File: config.mk
export PLATFORM = sky130hd
export DESIGN_NAME = pixel_color_delta_filter_flat
export DESIGN_NICKNAME = d
export VERILOG_FILES = /design/src/hw/rtl/pcdf_pkg.sv /design/src/hw/rtl/pcdf_if.sv /design/src/hw/rtl/pixel_color_delta_filter.sv /design/src/hw/rtl/pcdf_xform.sv /design/src/flat_wrapper.sv
export VERILOG_INCLUDE_DIRS = /design/src /design/src/hw/rtl
export SDC_FILE = /design/constraint.sdc
export NUM_CORES = 1
export LEC_CHECK = 0
export BUFFER_PORTS_ARGS = -buffer_cell sky130_fd_sc_hd__buf_2
export CORE_MARGIN = 10
export CORE_UTILIZATION = 65
export CTS_BUF_LIST = sky130_fd_sc_hd__clkbuf_8 sky130_fd_sc_hd__clkbuf_16
export CTS_CLUSTER_SIZE = 28
export DETAILED_ROUTE_END_ITERATION = 16
export GPL_ROUTABILITY_DRIVEN = 0
export HOLD_SLACK_MARGIN = 0.15
export PLACE_DENSITY_LB_ADDON = 0.2
export SETUP_SLACK_MARGIN = 0.1
export SYNTH_ARGS = -nofsm -noshare
export SYNTH_HDL_FRONTEND = slang
export SYNTH_SLANG_ARGS = --single-unit
File: constraint.sdc
create_clock -name clock -period 7.6 [get_ports clock]
set_clock_uncertainty 0.05 [all_clocks]
set_input_delay 1.14 -clock clock [delete_from_list [all_inputs] [get_ports clock]]
set_output_delay 1.14 -clock clock [all_outputs]
set_load 0.01 [all_outputs]
File: src/hw/rtl/pixel_color_delta_filter_defines.svh
// ---------------------------------------------------------------------------
// Pixel color delta filter: assertion macros
// Shared concurrent assertion forms used by the filter's RTL.
// ---------------------------------------------------------------------------
`ifndef PIXEL_COLOR_DELTA_FILTER_DEFINES_SVH
`define PIXEL_COLOR_DELTA_FILTER_DEFINES_SVH

// Same-cycle implication, disabled during reset
`define PCDF_ASSERT_NOW(label, clk, rst, ante, cons) \
   label: assert property (@(posedge clk) disable iff (rst) (ante) |-> (cons)) \
      else $error("pixel_color_delta_filter: same-cycle check failed");

// Next-cycle implication, disabled during reset
`define PCDF_ASSERT_NEXT(label, clk, rst, ante, cons) \
   label: assert property (@(posedge clk) disable iff (rst) (ante) |=> (cons)) \
      else $error("pixel_color_delta_filter: next-cycle check failed");

`endif

File: src/hw/rtl/pcdf_pkg.sv
// ---------------------------------------------------------------------------
// Pixel color delta filter package
// Types, register indexes and format codes shared by the filter's files.
// ---------------------------------------------------------------------------
`timescale 1ns / 1ps

package pcdf_pkg;

   typedef logic [7:0] byte_type;

   // Configuration register indexes
   localparam logic [7:0] CSR_MODE   = 8'd0;
   localparam logic [7:0] CSR_FORMAT = 8'd1;

   // Mode codes
   localparam logic MODE_ENCODE = 1'b0;
   localparam logic MODE_DECODE = 1'b1;

   // Pixel format codes (code three behaves as four bytes)
   localparam logic [1:0] FMT_GRAY = 2'd0;
   localparam logic [1:0] FMT_BGR  = 2'd1;
   localparam logic [1:0] FMT_BGRA = 2'd2;

   // Index of the final byte of a pixel, per format
   localparam logic [1:0] LAST_GRAY = 2'd0;
   localparam logic [1:0] LAST_BGR  = 2'd2;
   localparam logic [1:0] LAST_BGRA = 2'd3;

   // Control handed to the transform
   typedef struct packed {
      logic       mode;
      logic [1:0] last_idx;
   } xform_ctrl_type;

   function automatic logic [1:0] last_index(input logic [1:0] fmt);
      logic [1:0] idx;
      case (fmt)
         FMT_GRAY: idx = LAST_GRAY;
         FMT_BGR:  idx = LAST_BGR;
         default:  idx = LAST_BGRA;
      endcase
      return idx;
   endfunction

endpackage

File: src/hw/rtl/pcdf_if.sv
// ---------------------------------------------------------------------------
// Pixel color delta filter channel interfaces
// Valid/ready channels for input bytes, result bytes and register writes.
// ---------------------------------------------------------------------------
`timescale 1ns / 1ps

interface pcdf_req_if;
   logic                valid;
   logic                ready;
   pcdf_pkg::byte_type  in_byte;

   modport source (output valid, output in_byte, input ready);
   modport sink   (input valid, input in_byte, output ready);
endinterface

interface pcdf_rsp_if;
   logic                valid;
   logic                ready;
   pcdf_pkg::byte_type  out_byte;
   logic                last;

   modport source (output valid, output out_byte, output last, input ready);
   modport sink   (input valid, input out_byte, input last, output ready);
endinterface

interface pcdf_csr_if;
   logic        valid;
   logic        ready;
   logic [7:0]  index;
   logic [7:0]  data;

   modport source (output valid, output index, output data, input ready);
   modport sink   (input valid, input index, input data, output ready);
endinterface

File: src/hw/rtl/pixel_color_delta_filter.sv
// ---------------------------------------------------------------------------
// Pixel color delta filter
// Groups a byte stream into 1, 3 or 4 byte pixels and delta-codes or decodes them.
// ---------------------------------------------------------------------------
// The block accepts one raw byte per cycle on req_chan. Bytes are held until
// a pixel is complete; the completing byte is transformed in the cycle it is
// accepted and the pixel's 1, 3 or 4 result bytes leave on rsp_chan one per
// cycle starting the next cycle, with last set on the final one. A stream of
// pixels thus runs at one byte in and one byte out per cycle. The completing
// byte of a pixel is taken only when the four-entry result buffer is empty or
// its final byte is being taken in that same cycle, so a stalled output
// holds off the input from the next pixel boundary on. Register writes on
// csr_chan are always accepted and should be made while the block is idle.
`timescale 1ns / 1ps
`include "pixel_color_delta_filter_defines.svh"

module pixel_color_delta_filter (
   input  logic        clock,
   input  logic        reset,
   pcdf_req_if.sink    req_chan,
   pcdf_rsp_if.source  rsp_chan,
   pcdf_csr_if.sink    csr_chan
);

   logic                     mode_ff;
   logic [1:0]               fmt_ff;
   logic [2:0][7:0]          pixel_bytes_ff;
   logic [1:0]               byte_index_ff;
   logic [3:0][7:0]          prev_ff;
   logic [3:0][7:0]          prev_in;
   logic [3:0][7:0]          res_ff;
   logic [3:0][7:0]          res_in;
   logic [2:0]               cnt_ff;
   logic [1:0]               rd_ff;
   logic [1:0]               last_idx;
   logic                     complete;
   logic                     req_fire;
   logic                     push;
   logic                     pop;
   pcdf_pkg::xform_ctrl_type ctrl;

   // Decode format and pixel boundary
   assign last_idx = pcdf_pkg::last_index(fmt_ff);
   assign complete = (byte_index_ff >= last_idx);

   // Handshakes
   assign csr_chan.ready = 1'b1;
   assign req_chan.ready = !complete || (cnt_ff == 3'd0) ||
                           ((cnt_ff == 3'd1) && rsp_chan.ready);
   assign req_fire = req_chan.valid && req_chan.ready;
   assign push     = req_fire && complete;
   assign pop      = rsp_chan.valid && rsp_chan.ready;

   assign rsp_chan.valid    = (cnt_ff != 3'd0);
   assign rsp_chan.out_byte = res_ff[rd_ff];
   assign rsp_chan.last     = (cnt_ff == 3'd1);

   // Transform the completed pixel
   assign ctrl.mode     = mode_ff;
   assign ctrl.last_idx = last_idx;

   pcdf_xform u_xform (
      .ctrl        (ctrl),
      .pixel_bytes (pixel_bytes_ff),
      .in_byte     (req_chan.in_byte),
      .prev        (prev_ff),
      .result      (res_in),
      .prev_next   (prev_in)
   );

   // Write configuration registers; drop unknown indexes
   always_ff @(posedge clock) begin
      if (reset) begin
         mode_ff <= pcdf_pkg::MODE_ENCODE;
         fmt_ff  <= pcdf_pkg::FMT_BGR;
      end else if (csr_chan.valid) begin
         case (csr_chan.index)
            pcdf_pkg::CSR_MODE:   mode_ff <= csr_chan.data[0];
            pcdf_pkg::CSR_FORMAT: fmt_ff  <= csr_chan.data[1:0];
            default: ;
         endcase
      end
   end

   // Hold pixel bytes and advance the byte index
   always_ff @(posedge clock) begin
      if (reset) begin
         byte_index_ff <= 2'd0;
         prev_ff       <= '0;
      end else if (req_fire) begin
         if (complete) begin
            byte_index_ff <= 2'd0;
            prev_ff       <= prev_in;
         end else begin
            byte_index_ff <= byte_index_ff + 2'd1;
         end
      end
   end

   always_ff @(posedge clock) begin
      if (req_fire && !complete) begin
         pixel_bytes_ff[byte_index_ff] <= req_chan.in_byte;
      end
   end

   // Load the result buffer on a completed pixel, drain one byte per transaction
   always_ff @(posedge clock) begin
      if (reset) begin
         cnt_ff <= 3'd0;
         rd_ff  <= 2'd0;
      end else if (push) begin
         cnt_ff <= {1'b0, last_idx} + 3'd1;
         rd_ff  <= 2'd0;
      end else if (pop) begin
         cnt_ff <= cnt_ff - 3'd1;
         rd_ff  <= rd_ff + 2'd1;
      end
   end

   always_ff @(posedge clock) begin
      if (push) begin
         res_ff <= res_in;
      end
   end

   // Checks
   `PCDF_ASSERT_NOW(a_cnt_range, clock, reset, 1'b1, cnt_ff <= 3'd4)
   `PCDF_ASSERT_NOW(a_no_overrun, clock, reset, push,
                    (cnt_ff == 3'd0) || ((cnt_ff == 3'd1) && pop))
   `PCDF_ASSERT_NEXT(a_push_loads, clock, reset, push,
                     rsp_chan.valid && (rd_ff == 2'd0))
   `PCDF_ASSERT_NEXT(a_drain_empty, clock, reset, pop && rsp_chan.last && !push,
                     !rsp_chan.valid)

endmodule

File: src/hw/rtl/pcdf_xform.sv
// ---------------------------------------------------------------------------
// Pixel color delta filter transform
// Forward or inverse green decorrelation and delta for one completed pixel.
// ---------------------------------------------------------------------------
`timescale 1ns / 1ps

module pcdf_xform (
   input  pcdf_pkg::xform_ctrl_type  ctrl,
   input  logic [2:0][7:0]           pixel_bytes,
   input  pcdf_pkg::byte_type        in_byte,
   input  logic [3:0][7:0]           prev,
   output logic [3:0][7:0]           result,
   output logic [3:0][7:0]           prev_next
);

   logic [7:0] px0, px1, px2, px3;
   logic [7:0] x, y, z;

   // Assemble the pixel: the incoming byte fills the final slot
   always_comb begin
      px0 = pixel_bytes[0];
      px1 = pixel_bytes[1];
      px2 = pixel_bytes[2];
      px3 = in_byte;
      case (ctrl.last_idx)
         pcdf_pkg::LAST_GRAY: px0 = in_byte;
         pcdf_pkg::LAST_BGR:  px2 = in_byte;
         default: ;
      endcase
   end

   // Forward color transform
   assign x = px1;
   assign y = px1 - px2;
   assign z = px1 - px0;

   // Compute results and the next previous values
   always_comb begin
      result    = '0;
      prev_next = prev;
      if (ctrl.last_idx == pcdf_pkg::LAST_GRAY) begin
         if (ctrl.mode == pcdf_pkg::MODE_ENCODE) begin
            result[0]    = px0 - prev[0];
            prev_next[0] = px0;
         end else begin
            prev_next[0] = prev[0] + px0;
            result[0]    = prev_next[0];
         end
      end else if (ctrl.mode == pcdf_pkg::MODE_ENCODE) begin
         result[0]    = x - prev[0];
         result[1]    = y - prev[1];
         result[2]    = z - prev[2];
         prev_next[0] = x;
         prev_next[1] = y;
         prev_next[2] = z;
         if (ctrl.last_idx == pcdf_pkg::LAST_BGRA) begin
            result[3]    = px3 - prev[3];
            prev_next[3] = px3;
         end
      end else begin
         prev_next[0] = prev[0] + (px0 - px2);
         prev_next[1] = prev[1] + px0;
         prev_next[2] = prev[2] + (px0 - px1);
         result[0]    = prev_next[0];
         result[1]    = prev_next[1];
         result[2]    = prev_next[2];
         if (ctrl.last_idx == pcdf_pkg::LAST_BGRA) begin
            prev_next[3] = prev[3] + px3;
            result[3]    = prev_next[3];
         end
      end
   end

endmodule

File: src/flat_wrapper.sv
// flat-port wrapper written by rule: the top's interface ports become plain ports
module pixel_color_delta_filter_flat 
  (clock, reset, req_chan_valid, req_chan_in_byte, req_chan_ready, rsp_chan_valid, rsp_chan_out_byte, rsp_chan_last, rsp_chan_ready, csr_chan_valid, csr_chan_index, csr_chan_data, csr_chan_ready);
  pcdf_req_if req_chan_i ();
  pcdf_rsp_if rsp_chan_i ();
  pcdf_csr_if csr_chan_i ();
  input  logic clock;
  input  logic reset;
  input wire logic [$bits(req_chan_i.valid)-1:0] req_chan_valid;
  input wire logic [$bits(req_chan_i.in_byte)-1:0] req_chan_in_byte;
  output wire logic [$bits(req_chan_i.ready)-1:0] req_chan_ready;
  output wire logic [$bits(rsp_chan_i.valid)-1:0] rsp_chan_valid;
  output wire logic [$bits(rsp_chan_i.out_byte)-1:0] rsp_chan_out_byte;
  output wire logic [$bits(rsp_chan_i.last)-1:0] rsp_chan_last;
  input wire logic [$bits(rsp_chan_i.ready)-1:0] rsp_chan_ready;
  input wire logic [$bits(csr_chan_i.valid)-1:0] csr_chan_valid;
  input wire logic [$bits(csr_chan_i.index)-1:0] csr_chan_index;
  input wire logic [$bits(csr_chan_i.data)-1:0] csr_chan_data;
  output wire logic [$bits(csr_chan_i.ready)-1:0] csr_chan_ready;
  assign req_chan_i.valid = req_chan_valid;
  assign req_chan_i.in_byte = req_chan_in_byte;
  assign req_chan_ready = req_chan_i.ready;
  assign rsp_chan_valid = rsp_chan_i.valid;
  assign rsp_chan_out_byte = rsp_chan_i.out_byte;
  assign rsp_chan_last = rsp_chan_i.last;
  assign rsp_chan_i.ready = rsp_chan_ready;
  assign csr_chan_i.valid = csr_chan_valid;
  assign csr_chan_i.index = csr_chan_index;
  assign csr_chan_i.data = csr_chan_data;
  assign csr_chan_ready = csr_chan_i.ready;
  pixel_color_delta_filter u_core (.clock(clock), .reset(reset), .req_chan(req_chan_i), .rsp_chan(rsp_chan_i), .csr_chan(csr_chan_i));
endmodule
==> out/metrics.yaml <==
worst-slew-pin-transition_ps: 1025
die_x_um: 134.9
crit_path_start_kind: "primary input"
relSlewSlack_pct: 31.69
cts.clk_slew.worst_paths_ps: 70
synth_common_cells: "ha_1 (99), inv_1 (85), a21oi_1 (81)"
critPathMaxFanout: 10
critPathSlowestCell: "or3b_1"
clock.fmax_ghz: 0.2064
leakage_nw: 3.730
antenna_found_initial: 0
cp.required_ps: 7660
preCtsSetupSlack_ps: 2388
drc: 0
antenna_cells: 0
synthCells: 935
syn2layout_area_growth_pct: 6.548
synth_flop_cell: "edfxtp_1"
p_per_area_nw_per_um2: 200.5
slew_viol_final: 0
synth_edf_count: 56
ys_seq_elements: 98
timing.final.crit_share_pct: 63.76
critPathKind: "in -> reg"
holdCritPathClass: "reg -> reg"
clockRootBuffer: "clkbuf_16"
nets: 1087
hold_violations: 0
cts_buffers: 9
arrival_ps: 4910
synth-seq-area-share_pct: 29.40
die_h_um: 134.9
drt_iter0_drc: 455
syn_area_per_cell_um2: 9.176
drt-vias-per-instance: 5.976
syn-num-nets: 1080
fin_ws_ps: 2754
ios: 41
setup_viol: 0
grt_pass1_wl_mm: 33.53
cp-end-kind: "flop"
rsz0062_at_grt: "false"
synth_area_leaders: "edfxtp_1 (20%), ha_1 (14%), dfxtp_1 (9.8%)"
syn-cell-area_um2: 8579
outcome: "complete, no violations"
post-cts-setup-buffer-count: 0
grt_pass1_vias: 6687
cts_buffer_depth: 2
std_cell_rows: 41
clock_latency_ps: 360
slowest_delay_ps: 460
synth_top_cell_by_area: "edfxtp_1"
design_area_um2: 9141
drv_cap: 0
routed_wl_mm: 20.14
dieArea_um2: 18190
async_flop_share_pct: 0
holdBufCountCts: 0
post_route_cells_drive_above_1_share_pct: 9.504
firstDrtPassIters: 5
initial_core_util_pct: 67.17
post_cts_resized: 0
grt_max_degree: 74
synth.most_common_cell: "ha_1"
drtAntennaViolNets: 0
tns_ps: 0
path_cells: "buf_2 -> or3b_1 -> and2_1 -> inv_1 -> ha_1 -> a32oi_1 -> o21ai_1 -> a21o_1 -> a21oi_1 -> xnor2_1 -> ha_1 -> or2_2 -> a21oi_1 -> a31oi_1 -> xor2_1 -> xnor2_1 -> o21a_1"
overflow: 0
yosys_warnings: 0
grt.total_usage_pct: 23.15
htree_levels: 3
cts_sinks: 98
io_buffers: 33
vias: 6687
core_um2: 12770
routedWlPerCell_um: 17.99
netlist.area_leader.share_pct: 19.60
peakVddDrop_v: 0.0001016
ys_types: 72
place_hpwl_mm: 14.97
post-route-min-period_ps: 4846
cts_tree: "built"
fillers: 997
place_area_um2: 8830
[per-layer routing]
layer	wire, um	part of all wire (%)	global-route usage [%]
met1	8980	45	29.69
met2	9617	48	38.06
met4	516	2.6	9.371
met5	0	0	0
met3	1021	5.1	3.635
[sequential cells by signal, summed over array words and instances, names as in the netlist]
register and cells:
u_core.prev_ff 32, u_core.res_ff 32, u_core.pixel_bytes_ff 24, u_core.cnt_ff 3
u_core.byte_index_ff 2, u_core.fmt_ff 2, u_core.rd_ff 2, u_core.mode_ff 1
[path summary, 6_finish.rpt]
path / from / to / slack (ps) / cells past startpoint
worst max register to register: u_core.fmt_ff[1] / u_core.prev_ff[7] / 2760 / 14
worst min-delay path: u_core.prev_ff[30] / u_core.prev_ff[30] / 430 / 2
worst min register to register: u_core.prev_ff[30] / u_core.prev_ff[30] / 430 / 2
worst max-delay path: req_chan_in_byte[1] / u_core.res_ff[23] / 2750 / 17
[area by class of cell]
| cell class | count | area (um^2) | share of cell area (%) |
|---|---|---|---|
| clock buffer | 13 | 291.5 | 3.189 |
| sequential | 98 | 2524 | 27.61 |
| multi-input combinational | 706 | 5550 | 60.72 |
| tap | 172 | 215.2 | 2.354 |
| timing repair buffer | 39 | 210.2 | 2.299 |
| inverter | 88 | 330.3 | 3.613 |
| clock inverter | 3 | 20.02 | 0.2190 |
[kinds of logic after synthesis]
kind of cell | share of synthesized area (%)
buffers and inverters | 5.906
flip-flops | 29.40
AND/OR/NAND/NOR | 12.60
multiplexers | 5.863
XOR/XNOR | 9.829
other | 0.04371
adder cells (fa/ha/maj) | 19.03
AO/OA/AOI/OAI | 17.33
[report_power, final]
part           total (mW)  switching (mW)  internal [mW]
registers           0.651          0.0372          0.614
clock network       0.473           0.205          0.268
logic               0.708           0.381          0.327
total                1.83           0.623           1.21
[stage by stage]
stage	hold WS [ps]	cells	power [mW]	utilization, %
after CTS	431.6	1119	1.833	71.56
after detailed placement	421.4	1103	1.359	69.13
after global routing	469.0	1119	1.942	71.56
final	426.1	1119	1.832	71.56
after floorplan	398.6	935	1.200	-
after global placement	410.9	1103	1.338	69.13
[critical path: cells and delay by family]
kind	cells	cell delay (ps)
compound gates	7	1120
xor+xnor	3	500
fa+ha+maj	2	640
buf+inv	2	530
simple gates	3	950
[layout by cell type, fill, tap and decap left out, drive strengths merged, types with 4 or more instances in the layout]
| master | n |
|---|---|
| ha | 99 |
| inv | 89 |
| a21oi | 81 |
| nor2 | 74 |
| xnor2 | 71 |
| nand2 | 65 |
| edfxtp | 56 |
| dfxtp | 42 |
| o21ai | 39 |
| buf | 39 |
| a21o | 30 |
| xor2 | 21 |
| mux2i | 18 |
| fa | 17 |
| a211oi | 14 |
| mux4 | 13 |
| clkbuf | 13 |
| nor2b | 12 |
| nor3 | 12 |
| nand3 | 11 |
| nand2b | 10 |
| and2 | 9 |
| o21a | 8 |
| and3 | 7 |
| o21bai | 7 |
| o211ai | 7 |
| a311oi | 7 |
| a211o | 7 |
| or2 | 7 |
| a31oi | 5 |
| a21boi | 5 |
| maj3 | 5 |
| nand3b | 4 |
| or3 | 4 |
No activity file was read; power rests on OpenSTA's default activity.
